**config.mk**
```make
export PLATFORM = sky130hd
export DESIGN_NAME = elevator_controller_with_call_queue_flat
export DESIGN_NICKNAME = d
export VERILOG_FILES = /design/src/rtl/elev_pkg.sv /design/src/rtl/elev_chan_if.sv /design/src/rtl/elev_call_queue.sv /design/src/rtl/elev_ctrl.sv /design/src/rtl/elevator_controller_with_call_queue.sv /design/src/flat_wrapper.sv
export SDC_FILE = /design/constraint.sdc
export NUM_CORES = 1
export LEC_CHECK = 0
export ABC_AREA = 1
export BUFFER_PORTS_ARGS = -buffer_cell sky130_fd_sc_hd__buf_2
export CORE_ASPECT_RATIO = 0.6
export CORE_MARGIN = 5
export CORE_UTILIZATION = 58
export DETAILED_ROUTE_END_ITERATION = 12
export GPL_ROUTABILITY_DRIVEN = 0
export PLACE_DENSITY = 0.79
export SYNTH_ARGS = -nofsm -noshare
export SYNTH_HDL_FRONTEND = slang
export SYNTH_SLANG_ARGS = --single-unit
```
**constraint.sdc**
```tcl
create_clock -name clk -period 2.5 [get_ports clk]
set_clock_uncertainty 0.15 [all_clocks]
set_input_delay 0.125 -clock clk [delete_from_list [all_inputs] [get_ports clk]]
set_output_delay 0.125 -clock clk [all_outputs]
set_load 0.1 [all_outputs]
```
**src/rtl/elev_pkg.sv**
```systemverilog
// ----------------------------------------------------------------------------
// Elevator controller package
// Position codes, command codes and the item and result layouts shared by the
// controller, its call queue and the channel interfaces.
// ----------------------------------------------------------------------------
package elev_pkg;

  localparam int FLOORS  = 4;
  localparam int POS_W   = 3;
  localparam int FLOOR_W = 2;

  // Position codes above the floors.
  localparam logic [POS_W-1:0] POS_NONE  = POS_W'(FLOORS);
  localparam logic [POS_W-1:0] POS_ERROR = POS_W'(FLOORS + 1);
  localparam logic [POS_W-1:0] POS_TEST  = POS_W'(FLOORS + 2);

  localparam logic [1:0] DOOR_CMD_NONE  = 2'd0;
  localparam logic [1:0] DOOR_CMD_CLOSE = 2'd1;
  localparam logic [1:0] DOOR_CMD_OPEN  = 2'd2;

  localparam logic [1:0] MOTOR_IDLE      = 2'd0;
  localparam logic [1:0] MOTOR_CALIBRATE = 2'd1;
  localparam logic [1:0] MOTOR_FAST      = 2'd2;

  localparam logic [1:0] SENSE_CLOSED = 2'd0;
  localparam logic [1:0] SENSE_OPEN   = 2'd1;

  typedef struct packed {
    logic [2:0] cabin_pos;
    logic [1:0] door_sense;
    logic [2:0] pressed_floor;
    logic       from_cabin;
  } item_t;

  typedef struct packed {
    logic [1:0] door_cmd;
    logic [1:0] motor_cmd;
    logic       move_up;
    logic       set_cabin_ind;
    logic       set_hall_ind;
    logic [1:0] set_ind_floor;
    logic       clear_ind;
    logic [1:0] clear_ind_floor;
    logic       display_show;
    logic [2:0] display_value;
    logic [2:0] ctrl_state;
  } result_t;

  // Controller to queue.
  typedef struct packed {
    logic               take_req;
    logic               add_req;
    logic [FLOOR_W-1:0] add_floor;
    logic [POS_W-1:0]   target;
  } queue_req_t;

  // Queue to controller.
  typedef struct packed {
    logic             not_empty;
    logic [POS_W-1:0] head;
    logic             add_ok;
  } queue_stat_t;

endpackage

```
**src/rtl/elev_chan_if.sv**
```systemverilog
// ----------------------------------------------------------------------------
// Elevator controller channels
// Valid/ready channels for input items and for result words.
// ----------------------------------------------------------------------------
interface elev_item_if;
  import elev_pkg::*;

  logic  valid;
  logic  ready;
  item_t data;

  modport source (output valid, output data, input ready);
  modport sink (input valid, input data, output ready);
endinterface

interface elev_result_if;
  import elev_pkg::*;

  logic    valid;
  logic    ready;
  result_t data;

  modport source (output valid, output data, input ready);
  modport sink (input valid, input data, output ready);
endinterface

```
**src/rtl/elev_call_queue.sv**
```systemverilog
// ----------------------------------------------------------------------------
// Elevator call queue
// Ring of call slots with a wrap flag. Takes the oldest call and adds a new
// one in the same tick; duplicates of queued or targeted floors are dropped.
// ----------------------------------------------------------------------------
module elev_call_queue import elev_pkg::*; #(
  parameter int DEPTH = 3
) (
  input  logic        clk,
  input  logic        rst,
  input  logic        en,
  input  queue_req_t  req,
  output queue_stat_t stat
);

  localparam int IDX_W = (DEPTH > 1) ? $clog2(DEPTH) : 1;
  localparam int CNT_W = $clog2(DEPTH + 1);
  localparam logic [IDX_W-1:0] LAST_IDX = IDX_W'(DEPTH - 1);

  logic [POS_W-1:0] slots      [DEPTH];
  logic [POS_W-1:0] slots_next [DEPTH];
  logic [IDX_W-1:0] rd, rd_next;
  logic [IDX_W-1:0] wr, wr_next;
  logic             wrapped, wrapped_next;

  logic             not_empty, take, rd_wrap, wr_wrap;
  logic             full_after, dup, add_ok, store;
  logic [POS_W-1:0] target_after, add_pos;

  always_comb begin
    not_empty    = (rd != wr) || wrapped;
    take         = req.take_req && not_empty;
    rd_wrap      = (rd == LAST_IDX);
    wr_wrap      = (wr == LAST_IDX);
    slots_next   = slots;
    rd_next      = rd;
    wr_next      = wr;
    wrapped_next = wrapped;

    if (take) begin
      slots_next[rd] = POS_NONE;
      rd_next        = rd_wrap ? '0 : rd + 1'b1;
      if (rd_wrap) begin
        wrapped_next = 1'b0;
      end
    end

    // The add sees the queue and the target as they stand after the take.
    full_after   = (rd_next == wr) && wrapped_next;
    target_after = take ? slots[rd] : req.target;
    add_pos      = POS_W'(req.add_floor);
    dup          = (add_pos == target_after);
    for (int i = 0; i < DEPTH; i++) begin
      if (slots_next[i] == add_pos) begin
        dup = 1'b1;
      end
    end
    add_ok = req.add_req && !full_after;
    store  = add_ok && !dup;

    if (store) begin
      slots_next[wr] = add_pos;
      wr_next        = wr_wrap ? '0 : wr + 1'b1;
      if (wr_wrap) begin
        wrapped_next = 1'b1;
      end
    end
  end

  assign stat.not_empty = not_empty;
  assign stat.head      = slots[rd];
  assign stat.add_ok    = add_ok;

  always_ff @(posedge clk) begin
    if (rst) begin
      for (int i = 0; i < DEPTH; i++) begin
        slots[i] <= POS_NONE;
      end
      rd      <= '0;
      wr      <= '0;
      wrapped <= 1'b0;
    end else if (en) begin
      slots   <= slots_next;
      rd      <= rd_next;
      wr      <= wr_next;
      wrapped <= wrapped_next;
    end
  end

`ifndef SYNTHESIS
  logic [DEPTH-1:0] live;
  logic [CNT_W-1:0] occupancy;

  always_comb begin
    for (int i = 0; i < DEPTH; i++) begin
      live[i] = (slots[i] != POS_NONE);
    end
    occupancy = wrapped ? CNT_W'(DEPTH) - CNT_W'(rd) + CNT_W'(wr)
                        : CNT_W'(wr) - CNT_W'(rd);
  end

  a_ptr_range: assert property (@(posedge clk) disable iff (rst)
    (rd <= LAST_IDX) && (wr <= LAST_IDX))
    else $error("call queue pointer out of range");

  // Only queued calls hold a floor; every other slot holds the none marker.
  a_live_count: assert property (@(posedge clk) disable iff (rst)
    $countones(live) == int'(occupancy))
    else $error("call queue slot contents disagree with pointers");

  a_full_no_write: assert property (@(posedge clk) disable iff (rst)
    (rd == wr) && wrapped && !take |=> wr == $past(wr))
    else $error("call queue written while full");
`endif

endmodule

```
**src/rtl/elev_ctrl.sv**
```systemverilog
// ----------------------------------------------------------------------------
// Elevator controller sequencer
// Six-phase door and motor sequencer with cabin position tracking, display
// and call indicator commands.
// ----------------------------------------------------------------------------
module elev_ctrl import elev_pkg::*; (
  input  logic        clk,
  input  logic        rst,
  input  logic        en,
  input  item_t       item,
  input  queue_stat_t stat,
  output queue_req_t  req,
  output result_t     result
);

  typedef enum logic [2:0] {
    PH_UNINIT  = 3'd0,
    PH_WAIT    = 3'd1,
    PH_CLOSE   = 3'd2,
    PH_MOVE    = 3'd3,
    PH_OPEN    = 3'd4,
    PH_TROUBLE = 3'd5
  } phase_t;

  phase_t           phase, phase_next;
  logic [POS_W-1:0] target, target_next;
  logic [POS_W-1:0] last_pos, shown_pos;
  logic             going_up, going_up_next;
  logic             add_ok;

  always_comb begin
    phase_next    = phase;
    target_next   = target;
    going_up_next = going_up;
    shown_pos     = last_pos;
    result        = '0;

    unique case (phase)
      PH_UNINIT: begin
        if (item.cabin_pos != '0) begin
          result.motor_cmd = MOTOR_CALIBRATE;
        end else begin
          phase_next = PH_OPEN;
          shown_pos  = '0;
        end
      end
      PH_WAIT: begin
        if (stat.not_empty) begin
          target_next   = stat.head;
          going_up_next = (stat.head > last_pos);
          phase_next    = PH_CLOSE;
        end
      end
      PH_CLOSE: begin
        if (item.door_sense != SENSE_CLOSED) begin
          result.door_cmd = DOOR_CMD_CLOSE;
        end else begin
          phase_next = PH_MOVE;
        end
      end
      PH_MOVE: begin
        if (last_pos != target) begin
          result.motor_cmd = MOTOR_FAST;
        end else begin
          phase_next = PH_OPEN;
        end
      end
      PH_OPEN: begin
        result.door_cmd = DOOR_CMD_OPEN;
        if (item.door_sense == SENSE_OPEN) begin
          phase_next = PH_WAIT;
          if (last_pos < POS_NONE) begin
            result.clear_ind       = 1'b1;
            result.clear_ind_floor = last_pos[FLOOR_W-1:0];
          end
        end
      end
      default: begin
      end
    endcase

    if (shown_pos < POS_NONE || shown_pos == POS_ERROR || shown_pos == POS_TEST) begin
      result.display_show  = 1'b1;
      result.display_value = shown_pos;
    end

    add_ok = stat.add_ok;
    if (add_ok) begin
      result.set_cabin_ind = item.from_cabin;
      result.set_hall_ind  = !item.from_cabin;
      result.set_ind_floor = item.pressed_floor[FLOOR_W-1:0];
    end

    result.move_up    = going_up_next;
    result.ctrl_state = phase_next;
  end

  // Buttons are checked against the position reported in this tick.
  assign req.take_req  = (phase == PH_WAIT);
  assign req.add_req   = (item.pressed_floor < POS_NONE) &&
                         (item.pressed_floor != item.cabin_pos);
  assign req.add_floor = item.pressed_floor[FLOOR_W-1:0];
  assign req.target    = target;

  always_ff @(posedge clk) begin
    if (rst) begin
      phase    <= PH_UNINIT;
      target   <= POS_NONE;
      last_pos <= POS_NONE;
      going_up <= 1'b0;
    end else if (en) begin
      phase    <= phase_next;
      target   <= target_next;
      last_pos <= item.cabin_pos;
      going_up <= going_up_next;
    end
  end

endmodule

```
**src/rtl/elevator_controller_with_call_queue.sv**
```systemverilog
// ----------------------------------------------------------------------------
// Elevator controller with call queue
// Per-tick elevator sequencer with a ring queue of floor calls.
//
//   Channel   Direction  Word contents
//   items     in         cabin_pos, door_sense, pressed_floor, from_cabin
//   results   out        door, motor, direction, indicator, display, state
//
// One word is taken per cycle while no result stalls, and each one yields exactly one result word.
// A word waits in the input register; its result enters the output register
// when the word advances and can be taken from there.
// The controller state and the call queue update in the cycle a word moves
// from the input register to the output register.
// Reset leaves the controller uninitialized and the call queue empty.
// A stalled result holds both registers; items.ready falls only then.
// ----------------------------------------------------------------------------
module elevator_controller_with_call_queue import elev_pkg::*; #(
  parameter int QUEUE_DEPTH = 3
) (
  input logic          clk,
  input logic          rst,
  elev_item_if.sink    items,
  elev_result_if.source results
);

  logic        s1_valid;
  item_t       s1_item;
  logic        res_valid;
  result_t     res_item;
  logic        advance;
  logic        in_ready;
  result_t     result;
  queue_req_t  q_req;
  queue_stat_t q_stat;

  assign advance       = s1_valid && (!res_valid || results.ready);
  assign in_ready      = !s1_valid || advance;
  assign items.ready   = in_ready;
  assign results.valid = res_valid;
  assign results.data  = res_item;

  elev_ctrl u_ctrl (
    .clk    (clk),
    .rst    (rst),
    .en     (advance),
    .item   (s1_item),
    .stat   (q_stat),
    .req    (q_req),
    .result (result)
  );

  elev_call_queue #(
    .DEPTH (QUEUE_DEPTH)
  ) u_queue (
    .clk  (clk),
    .rst  (rst),
    .en   (advance),
    .req  (q_req),
    .stat (q_stat)
  );

  always_ff @(posedge clk) begin
    if (rst) begin
      s1_valid  <= 1'b0;
      res_valid <= 1'b0;
    end else begin
      if (in_ready) begin
        s1_valid <= items.valid;
      end
      if (advance) begin
        res_valid <= 1'b1;
      end else if (results.ready) begin
        res_valid <= 1'b0;
      end
    end
  end

  always_ff @(posedge clk) begin
    if (items.valid && in_ready) begin
      s1_item <= items.data;
    end
    if (advance) begin
      res_item <= result;
    end
  end

`ifndef SYNTHESIS
  a_hold_input: assert property (@(posedge clk) disable iff (rst)
    s1_valid && !advance |=> s1_valid && (s1_item == $past(s1_item)))
    else $error("input register lost a word while stalled");

  a_ready_when_free: assert property (@(posedge clk) disable iff (rst)
    !s1_valid |-> in_ready)
    else $error("input not ready although the input register is empty");

  a_result_follows: assert property (@(posedge clk) disable iff (rst)
    advance |=> res_valid)
    else $error("processed word produced no result");
`endif

endmodule

```
**src/flat_wrapper.sv**
```systemverilog
// flat-port wrapper written by rule: the top's interface ports become plain ports
module elevator_controller_with_call_queue_flat import elev_pkg::*;
#(
  parameter int QUEUE_DEPTH = 3
)
  (clk, rst, items_valid, items_data, items_ready, results_valid, results_data, results_ready);
  elev_item_if items_i ();
  elev_result_if results_i ();
  input logic clk;
  input logic rst;
  input wire logic [$bits(items_i.valid)-1:0] items_valid;
  input wire logic [$bits(items_i.data)-1:0] items_data;
  output wire logic [$bits(items_i.ready)-1:0] items_ready;
  output wire logic [$bits(results_i.valid)-1:0] results_valid;
  output wire logic [$bits(results_i.data)-1:0] results_data;
  input wire logic [$bits(results_i.ready)-1:0] results_ready;
  assign items_i.valid = items_valid;
  assign items_i.data = items_data;
  assign items_ready = items_i.ready;
  assign results_valid = results_i.valid;
  assign results_data = results_i.data;
  assign results_i.ready = results_ready;
  elevator_controller_with_call_queue #(.QUEUE_DEPTH(QUEUE_DEPTH)) u_core (.clk(clk), .rst(rst), .items(items_i), .results(results_i));
endmodule
```
==> impl_metrics.csv, run 1 <==
group,metric,value,unit
outcome,status,"finished, final reports clean",
routing,drt_iter0_drc,397,
cells_and_area,fin_util,72.6,%
cells_and_area,nets,429,
logic_synthesis,yosys_register_bits,54,
sta,setup_violations,0,
sta,slew_violations,0,
clocking,clkLatencyLatePin,300,ps
global_route,grt_pass1_vias,2206,
global_route,grt_first_pass_wirelength,11000,um
routing,vias,2632,
floorplan,die_h,63.8,um
sta,slew_headroom,67.1,%
global_route,antenna_found_initial,0,
logic_synthesis,synth_top_area_cell,"edfxtp_1",
power_and_ir_drop,power.share.clock,24.9,%
worst_setup_path,endpoint_kind,"flop",
sta,min_period,2370,ps
cells_and_area,design_area,3350,um^2
sta,finalHoldViolCount,0,
logic_synthesis,syn_nets,372,
clocking,cts_tree,"built",
cells_and_area,final_common_cell,"nand2_1",
worst_setup_path,critPathLaunchType,"flop",
logic_synthesis,ys_seq_area_share,48.6,%
clocking,cts_root_buf,"clkbuf_8",
sta,finalSetupTns,0,ps
global_route,grt.total_usage,21.8,%
sta,tightest_slew,496,ps
worst_setup_path,arrival,2410,ps
routing,antenna_left,0,
place,dp_hpwl,4930,um
logic_synthesis,synthesis.instances,356,
logic_synthesis,synthTopCellsByArea,"edfxtp_1, dfxtp_1, nand2_1, inv_1, nand3_1",
power_and_ir_drop,p_per_area,567,nW/um^2
clocking,htreeDepth,2,
sta,fin_hold_ws,109,ps
clocking,cts_sinks,54,
logic_synthesis,syn_area,2800,um^2
floorplan,dieArea,6360,um^2
logic_synthesis,synth_top_area_share,30.0,%
sta,fmax,0.421,GHz
floorplan,ios,34,
sta,post-route-period-util,95.0,%
place,dpl_worst_slack,32.9,ps
cells_and_area,drive_gt1_share,19.1,%
floorplan,die_w,99.7,um
logic_synthesis,yosysWarningCount,0,
logic_synthesis,synth_cell_types,32,
place,dpl-instance-area,3060,um^2
worst_setup_path,worstPathMaxFanout,10,
routing,wl_per_cell,14.8,um
worst_setup_path,critPathRequiredTime,2540,ps
power_and_ir_drop,ir_drop,358,uV
cells_and_area,final_cell_mix,"nand2_1, inv_1, nor2_1, buf_2, nand3_1",
power_and_ir_drop,power_leakage,1.53,nW
cells_and_area,diodes,0,
power_and_ir_drop,p_int,1.29,mW
routing,vias_per_cell,5.52,
cells_and_area,synthToLayoutAreaGrowth,19.5,%
power_and_ir_drop,switching_share,32.3,%
clocking,clock_path_buffers,2,
floorplan,num_rows,19,
run,maxCapViolations,0,
sta,worst_slack,126,ps
power_and_ir_drop,p_sw,0.613,mW
power_and_ir_drop,p_comb_share,21.9,%
floorplan,initial_utilization,60.7,%
clocking,cts.clk_slew.worst_paths,100,ps
power_and_ir_drop,power_frac_seq,53.2,%
logic_synthesis,syn_area_per_cell,7.87,um^2
global_route,grt_overflow,0,
place,port_buffers,33,
hold_path,hold_class,"in2reg",
routing,drt_pass1_iterations,6,
floorplan,coreArea,4610,um^2
clocking,cts_buffers,5,
worst_setup_path,crit_type,"reg2reg",
routing,drc_errors,0,
global_route,grt_max_degree,22,
routing,routed_wl,7080,um
-- Yosys cell counts (all sizes together) --
library cell and count:
a31oi 1, clkbuf 6, nor2 43, o211ai 2, nor3 3, nand3b 2
o21ai 21, nand2 99, o21a 1, ha 3, xnor2 3, inv 49
buf 2, xor2 3, nand3 33, a21oi 25, o2111ai 1, dfxtp 26
o31ai 1, a211oi 4, edfxtp 28
-- sequential cells by signal (all words and copies together) (netlist names), 2 cells and up --
register,flops
u_core.results.data,19
u_core.s1_item,9
u_core.u_queue.slots,9
u_core.u_ctrl.last_pos,3
u_core.u_ctrl.phase,3
u_core.u_ctrl.target,3
u_core.u_queue.rd,2
u_core.u_queue.wr,2
-- path summary, 6_finish.rpt --
| kind | endpoint | depth (start not counted) | start | slack, ps |
|---|---|---|---|---|
| setup / recovery | u_core.u_queue.wr[0] | 15 | u_core.u_queue.rd[1] | 130 |
| hold reg to reg | u_core.u_ctrl.going_up | 2 | u_core.u_ctrl.going_up | 320 |
| hold / removal | u_core.u_queue.wr[1] | 2 | rst | 110 |
| setup reg to reg | u_core.u_queue.wr[0] | 15 | u_core.u_queue.rd[1] | 130 |
-- power by group through the flow --
stage               clock network (mW)  registers [mW]  logic, mW
detailed placement                   0            1.03      0.374
CTS                              0.478            1.01      0.390
floorplan                            0            1.15      0.172
global route                     0.522            1.02      0.447
global placement                     0            1.03      0.367
finish                           0.472            1.01      0.417
-- metal layers --
layer / global-route usage (%) / vias up / share of wire [%] / wire [um]
li1: - / 1274 / - / -
met1: 34.1 / 1198 / 45 / 3220
met2: 30.9 / 151 / 42 / 2990
met3: 5.43 / 9 / 11 / 814
met4: 3.07 / 0 / 0.82 / 58
met5: 0 / - / 0 / 0
-- cells by family (layout without fill, tap and decap cells) --
logic type	after synthesis	count (layout)	synth area share [%]
flops	54	54	48.6
xor+xnor	6	6	1.88
compound gates	56	56	11.6
buf+inv	57	114	8.04
fa+ha+maj	3	3	1.34
simple gates	180	181	28.5
-- worst max-delay path: stages (launching register included) --
cell and delay [ps]:
dfxtp_2 410, inv_1 110, nor2_1 190, inv_1 140, nor2_4 140, nand2_2 80, nand2_1 130, a21oi_1 50
nand2_1 90, nand3_2 100, nor2_4 210, nand2_4 150, nor2_4 130, nand2_1 60, o21ai_1 70, nor2_1 50
-- per-stage QoR --
step / power (mW) / cells
after floorplan: 1.32 / 356
after global placement: 1.40 / 451
after detailed placement: 1.40 / 451
after CTS: 1.88 / 471
after global routing: 1.98 / 477
final: 1.90 / 477
-- cell type report --
class                      instances  area (um^2)
timing repair buffer              57          388
tap                               63         78.8
clock buffer                       6         72.6
inverter                          49          184
clock inverter                     2         8.76
sequential                        54         1370
multi-input combinational        246         1250
fill                             378         1260
-- repair_timing --
action / 4_1_cts / 5_1_grt
endpoints found under the hold margin: 11 / 0
hold buffers: 12 / 0
gates resized for setup: 0 / 9
buffers inserted: 0 / 5
setup endpoints to repair: 0 / 16
No activity file was read; power rests on OpenSTA's default activity.
==> run 2: changes to the inputs <==
Clock period 2.5 ns to 2.2 ns, I/O delays scaled along.
==> run 2 against run 1 <==
The flow now finishes with violations (negative setup slack). Sequential cell count is the same. Via count grew 4.4%. Count of clock-buffer cells in the layout stayed put. Die area is the same. Non-clock buffer count up 22. Critical path type unchanged. Critical endpoint is now u_core.u_queue.wr[1]. Largest power group unchanged.
==> impl_metrics.csv, run 2 (synthesis gave the netlist of run 1 again) <==
group,metric,value,unit
routing,routed_wl,7430,um
worst_setup_path,crit_type,"reg2reg",
sta,worst_slack,-70.6,ps
global_route,grt_max_degree,23,
sta,rsz0062_at_grt,"yes",
sta,slew_violations,0,
floorplan,die_w,99.7,um
outcome,status,"complete, but fails checks",
global_route,grt_first_pass_wirelength,11800,um
routing,vias_per_cell,5.51,
routing,drt_pass1_iterations,6,
sta,min_period,2270,ps
clocking,cts_buffers,5,
routing,wl_per_cell,14.9,um
floorplan,ios,34,
worst_setup_path,cp-startpoint,"u_core.u_queue.rd[1]",
hold_path,hold_class,"in2reg",
power_and_ir_drop,p_per_area,613,nW/um^2
worst_setup_path,critPathRequiredTime,2250,ps
power_and_ir_drop,ir_drop,494,uV
place,dp_hpwl,5150,um
sta,finalSetupTns,-261,ps
cells_and_area,drive_gt1_share,27.1,%
cells_and_area,num-fill-cells,306,
power_and_ir_drop,power_leakage,1.66,nW
hold_path,hp-start,"rst",
cells_and_area,nets,451,
routing,vias,2747,
sta,slew_headroom,67.3,%
routing,drt_iter0_drc,404,
worst_setup_path,endpoint_kind,"flop",
sta,finalHoldViolCount,0,
global_route,antenna_found_initial,0,
global_route,grt_pass1_vias,2424,
clocking,cts_tree,"built",
clocking,htreeDepth,2,
cells_and_area,largest_reg_flops,19,
cells_and_area,final_common_cell,"nand2_1",
floorplan,dieArea,6360,um^2
outcome,violations,"negative setup slack",
floorplan,die_h,63.8,um
floorplan,initial_utilization,60.7,%
worst_setup_path,worstPathMaxFanout,8,
sta,post-route-period-util,103,%
place,port_buffers,33,
worst_setup_path,r2r_start,"u_core.u_queue.rd[1]",
sta,fmax,0.440,GHz
routing,wl_met2,3210,um
routing,antenna_left,0,
clocking,cts_sinks,54,
clocking,clkLatencyLatePin,320,ps
routing,drc_errors,0,
worst_setup_path,critPathLaunchType,"flop",
cells_and_area,final_cell_mix,"nand2_1, inv_1, nor2_1, buf_2, buf_4",
worst_setup_path,arrival,2320,ps
cells_and_area,diodes,0,
routing,dr_wl_met3,830,um
routing,topRoutingLayerUsed,"met4",
clocking,cts.clk_slew.worst_paths,100,ps
global_route,grt_overflow,0,
run,maxCapViolations,0,
cells_and_area,synthToLayoutAreaGrowth,29.5,%
floorplan,num_rows,19,
clocking,cts_root_buf,"clkbuf_8",
clocking,clock_path_buffers,2,
sta,tightest_slew,493,ps
place,dpl_worst_slack,-143,ps
routing,wl_met1,3320,um
global_route,grt.total_usage,23.2,%
sta,setup_violations,8,
floorplan,coreArea,4610,um^2
## run 2: changes by cell type in the layout (fill, tap and decap cells not counted), sizes merged
cell | previous run | this run
nand3 | 34 | 33
inv | 49 | 50
clkinv | 2 | 1
nand2 | 99 | 100
buf | 45 | 67
## run 2: metal layers
layer / GRT usage, % / vias up
met3: 5.22 / 10
met2: 35.0 / 157
met1: 34.3 / 1260
li1: - / 1320
met5: 0 / -
met4: 4.94 / 0
## run 2: cell type report
cell class,instances,area [um^2],share of cell area (%)
Inverter,49,191,5.28
Timing Repair Buffer,79,577,15.9
Clock inverter,2,17.5,0.483
Sequential cell,54,1370,37.8
Tap cell,63,78.8,2.17
Multi-Input combinational cell,246,1320,36.3
Clock buffer,6,72.6,2.00
## run 2: path summary, 6_finish.rpt
| check | endpoint | slack [ps] | depth (start not counted) |
|---|---|---|---|
| setup / recovery | u_core.u_queue.wr[1] | -70 | 15 |
| hold / removal | u_core.u_queue.wr[0] | 80 | 2 |
| hold reg to reg | u_core.u_ctrl.going_up | 320 | 2 |
| setup reg to reg | u_core.u_queue.wr[1] | -70 | 15 |
## run 2: power breakdown
group          switching, mW  leakage (nW)  internal, mW
Combinational          0.363          1.13         0.146
Sequential            0.0347         0.483          1.11
Clock                  0.338        0.0458         0.232
## run 2: critical path: stages, from the launching register on
cell and delay, ps:
dfxtp_2 350, buf_6 120, a21oi_4 140, nand3_4 200
nand2_8 180, nand2_4 60, nand2_2 60, nand2_1 50
nand3b_1 120, nor2_2 60, nor2_4 200, nand2_4 110
nor2_4 150, nand2_1 70, o21ai_1 70, nor2_1 50
## run 2: stage by stage
stage          power [mW]  cells  hold slack (ps)  area, um^2  util [%]
2_1_floorplan        1.51    356             58.9        2810         -
3_3_place_gp         1.61    470              136        3220      69.8
3_5_place_dp         1.62    470              138        3220      69.8
4_1_cts              2.21    495             63.0        3500      75.9
5_1_grt              2.33    499             95.3        3630      78.6
6_report             2.23    499             75.3        3630      78.6
## run 2: repair_timing
action / 4_1_cts / 5_1_grt
cloned: 1 / 0
buffers inserted: 4 / 4
hold buffers: 12 / 0
endpoints found under the hold margin: 11 / 0
pin swaps: 5 / 11
endpoints found under the setup margin: 12 / 18
gates resized for setup: 8 / 29
==> run 3: changes to the inputs <==
Settings changed: CORE_MARGIN 5 to default.
==> run 3 against run 2 <==
The run still ends with negative setup slack left. Die area is 20% lower. Sequential cell count unchanged. First-iteration DRC count down 23%. Critical path type unchanged. Sequential power barely moved. Register-to-register slack about the same. Cell area unchanged. Highest routed layer unchanged.
==> impl_metrics.csv, run 3 (synthesis gave the netlist of run 1 again) <==
group,metric,value,unit
sta,rsz0062_at_grt,"yes",
sta,setup_violations,10,
routing,drc_errors,0,
worst_setup_path,critPathLaunchType,"flop",
worst_setup_path,arrival,2290,ps
worst_setup_path,worstPathMaxFanout,8,
floorplan,ios,34,
sta,finalSetupTns,-362,ps
outcome,status,"complete, but fails checks",
clocking,cts_root_buf,"clkbuf_8",
hold_path,hold_class,"in2reg",
floorplan,coreArea,4610,um^2
clocking,cts_buffers,5,
routing,vias_per_cell,5.43,
sta,finalHoldViolCount,0,
hold_path,holdPathEnd,"u_core.u_queue.slots[0]",
routing,wl_per_cell,15.0,um
place,dpl-instance-area,3140,um^2
hold_path,hp-start,"rst",
cells_and_area,synthToLayoutAreaGrowth,29.5,%
global_route,grt_overflow,0,
place,dpl_worst_slack,-87.3,ps
worst_setup_path,reg2reg_depth,13,
sta,slew_headroom,66.6,%
sta,min_period,2260,ps
worst_setup_path,crit_type,"reg2reg",
floorplan,die_h,55.8,um
sta,fin_hold_ws,93.9,ps
power_and_ir_drop,ir_drop,482,uV
floorplan,initial_utilization,60.7,%
cells_and_area,largest_reg_flops,19,
sta,worst_slack,-60.3,ps
clocking,clock_path_buffers,2,
cells_and_area,diodes,0,
power_and_ir_drop,p_per_area,614,nW/um^2
power_and_ir_drop,power,2.23,mW
routing,routed_wl,7510,um
worst_setup_path,cp-startpoint,"u_core.u_queue.rd[1]",
global_route,grt_max_degree,23,
clocking,clkLatencyLatePin,310,ps
global_route,grt_first_pass_wirelength,11000,um
clocking,cts_tree,"built",
routing,drt_iter0_drc,312,
outcome,violations,"negative setup slack",
floorplan,die_w,91.7,um
sta,tightest_slew,504,ps
clocking,htreeDepth,2,
cells_and_area,final_common_cell,"nand2_1",
global_route,grt.total_usage,28.1,%
cells_and_area,final_cell_mix,"nand2_1, inv_1, nor2_1, buf_2, buf_4",
worst_setup_path,r2r_end,"u_core.u_queue.wr[1]",
worst_setup_path,endpoint_kind,"flop",
floorplan,dieArea,5120,um^2
global_route,antenna_found_initial,0,
clocking,cts.clk_slew.worst_paths,90,ps
sta,fmax,0.442,GHz
routing,vias,2715,
place,port_buffers,33,
power_and_ir_drop,power_leakage,1.66,nW
sta,post-route-period-util,103,%
global_route,grt_pass1_vias,2344,
run,maxCapViolations,0,
place,dp_hpwl,4920,um
routing,antenna_left,0,
routing,drt_pass1_iterations,5,
clocking,cts_sinks,54,
hold_path,min_path_cells,2,
worst_setup_path,r2r_start,"u_core.u_queue.rd[1]",
worst_setup_path,critPathRequiredTime,2230,ps
cells_and_area,drive_gt1_share,27.7,%
worst_setup_path,reg2reg_slack,-60,ps
cells_and_area,nets,452,
cells_and_area,num-fill-cells,321,
floorplan,num_rows,19,
cells_and_area,design_area,3630,um^2
sta,slew_violations,0,
[run 3: cell count changes in the layout (fill, tap and decap cells not counted), moves of 2 or more]
cell,previous run,this run
a211oi_1,4,2
a211oi_2,0,2
buf_12,2,0
dfxtp_4,2,4
inv_2,3,6
inv_4,3,1
nand2_1,88,90
nand2_2,7,5
nand3_1,25,27
nand3_2,7,5
o21ai_0,19,17
o21ai_1,1,4
[run 3: per-layer routing]
metal	GRT usage, %	routed length, um	part of all wire [%]	vias to the layer above
li1	-	-	-	1320
met1	41.7	3290	44	1198
met2	41.0	3180	42	179
met3	6.97	912	12	18
met4	7.59	125	1.7	0
met5	0	0	0	-
[run 3: final cells by class]
| cell class | count | area [um^2] | share of cell area [%] |
|---|---|---|---|
| clock inverter | 2 | 12.5 | 0.345 |
| tap | 63 | 78.8 | 2.17 |
| clock buffer | 6 | 72.6 | 2.00 |
| timing repair buffer | 79 | 556 | 15.3 |
| sequential | 54 | 1380 | 38.0 |
| multi-input combinational | 247 | 1340 | 37.0 |
| inverter | 49 | 186 | 5.14 |
[run 3: critical path: stages, from the launching register on]
cell	delay (ps)
dfxtp_4	370
buf_6	120
a21oi_4	140
nand3_4	190
buf_4	200
nand3b_1	90
nand3_1	90
nand2_1	140
o21a_4	220
nand2_4	100
nor2_4	140
nand2_1	60
o21ai_1	70
nor2_1	50
[run 3: repair_timing]
item / 4_1_cts / 5_1_grt
gates resized for setup: 4 / 39
hold buffers: 12 / 0
cloned: 0 / 2
buffers inserted: 2 / 14
pin swaps: 1 / 16
endpoints found under the hold margin: 11 / 0
setup endpoints to repair: 14 / 18
[run 3: through the flow]
step / util [%] / std cells
2_1_floorplan: - / 356
3_3_place_gp: 68.2 / 462
3_5_place_dp: 68.2 / 462
4_1_cts: 73.2 / 484
5_1_grt: 78.6 / 500
6_report: 78.6 / 500
[run 3: worst max path at each step]
stage / cells after the start / slack, ps / to
floorplan: 3 / 140 / u_core.s1_item[0]
CTS: 15 / -5 / u_core.u_queue.wr[1]
finish: 13 / -60 / u_core.u_queue.wr[1]
global route: 16 / -210 / u_core.u_queue.wr[0]
global placement: 16 / -9 / u_core.u_queue.wr[0]
detailed placement: 14 / -90 / u_core.u_queue.wr[1]
[run 3: power breakdown]
part / switching [mW] / internal, mW
Clock: 0.328 / 0.226
Combinational: 0.371 / 0.157
Sequential: 0.0339 / 1.11
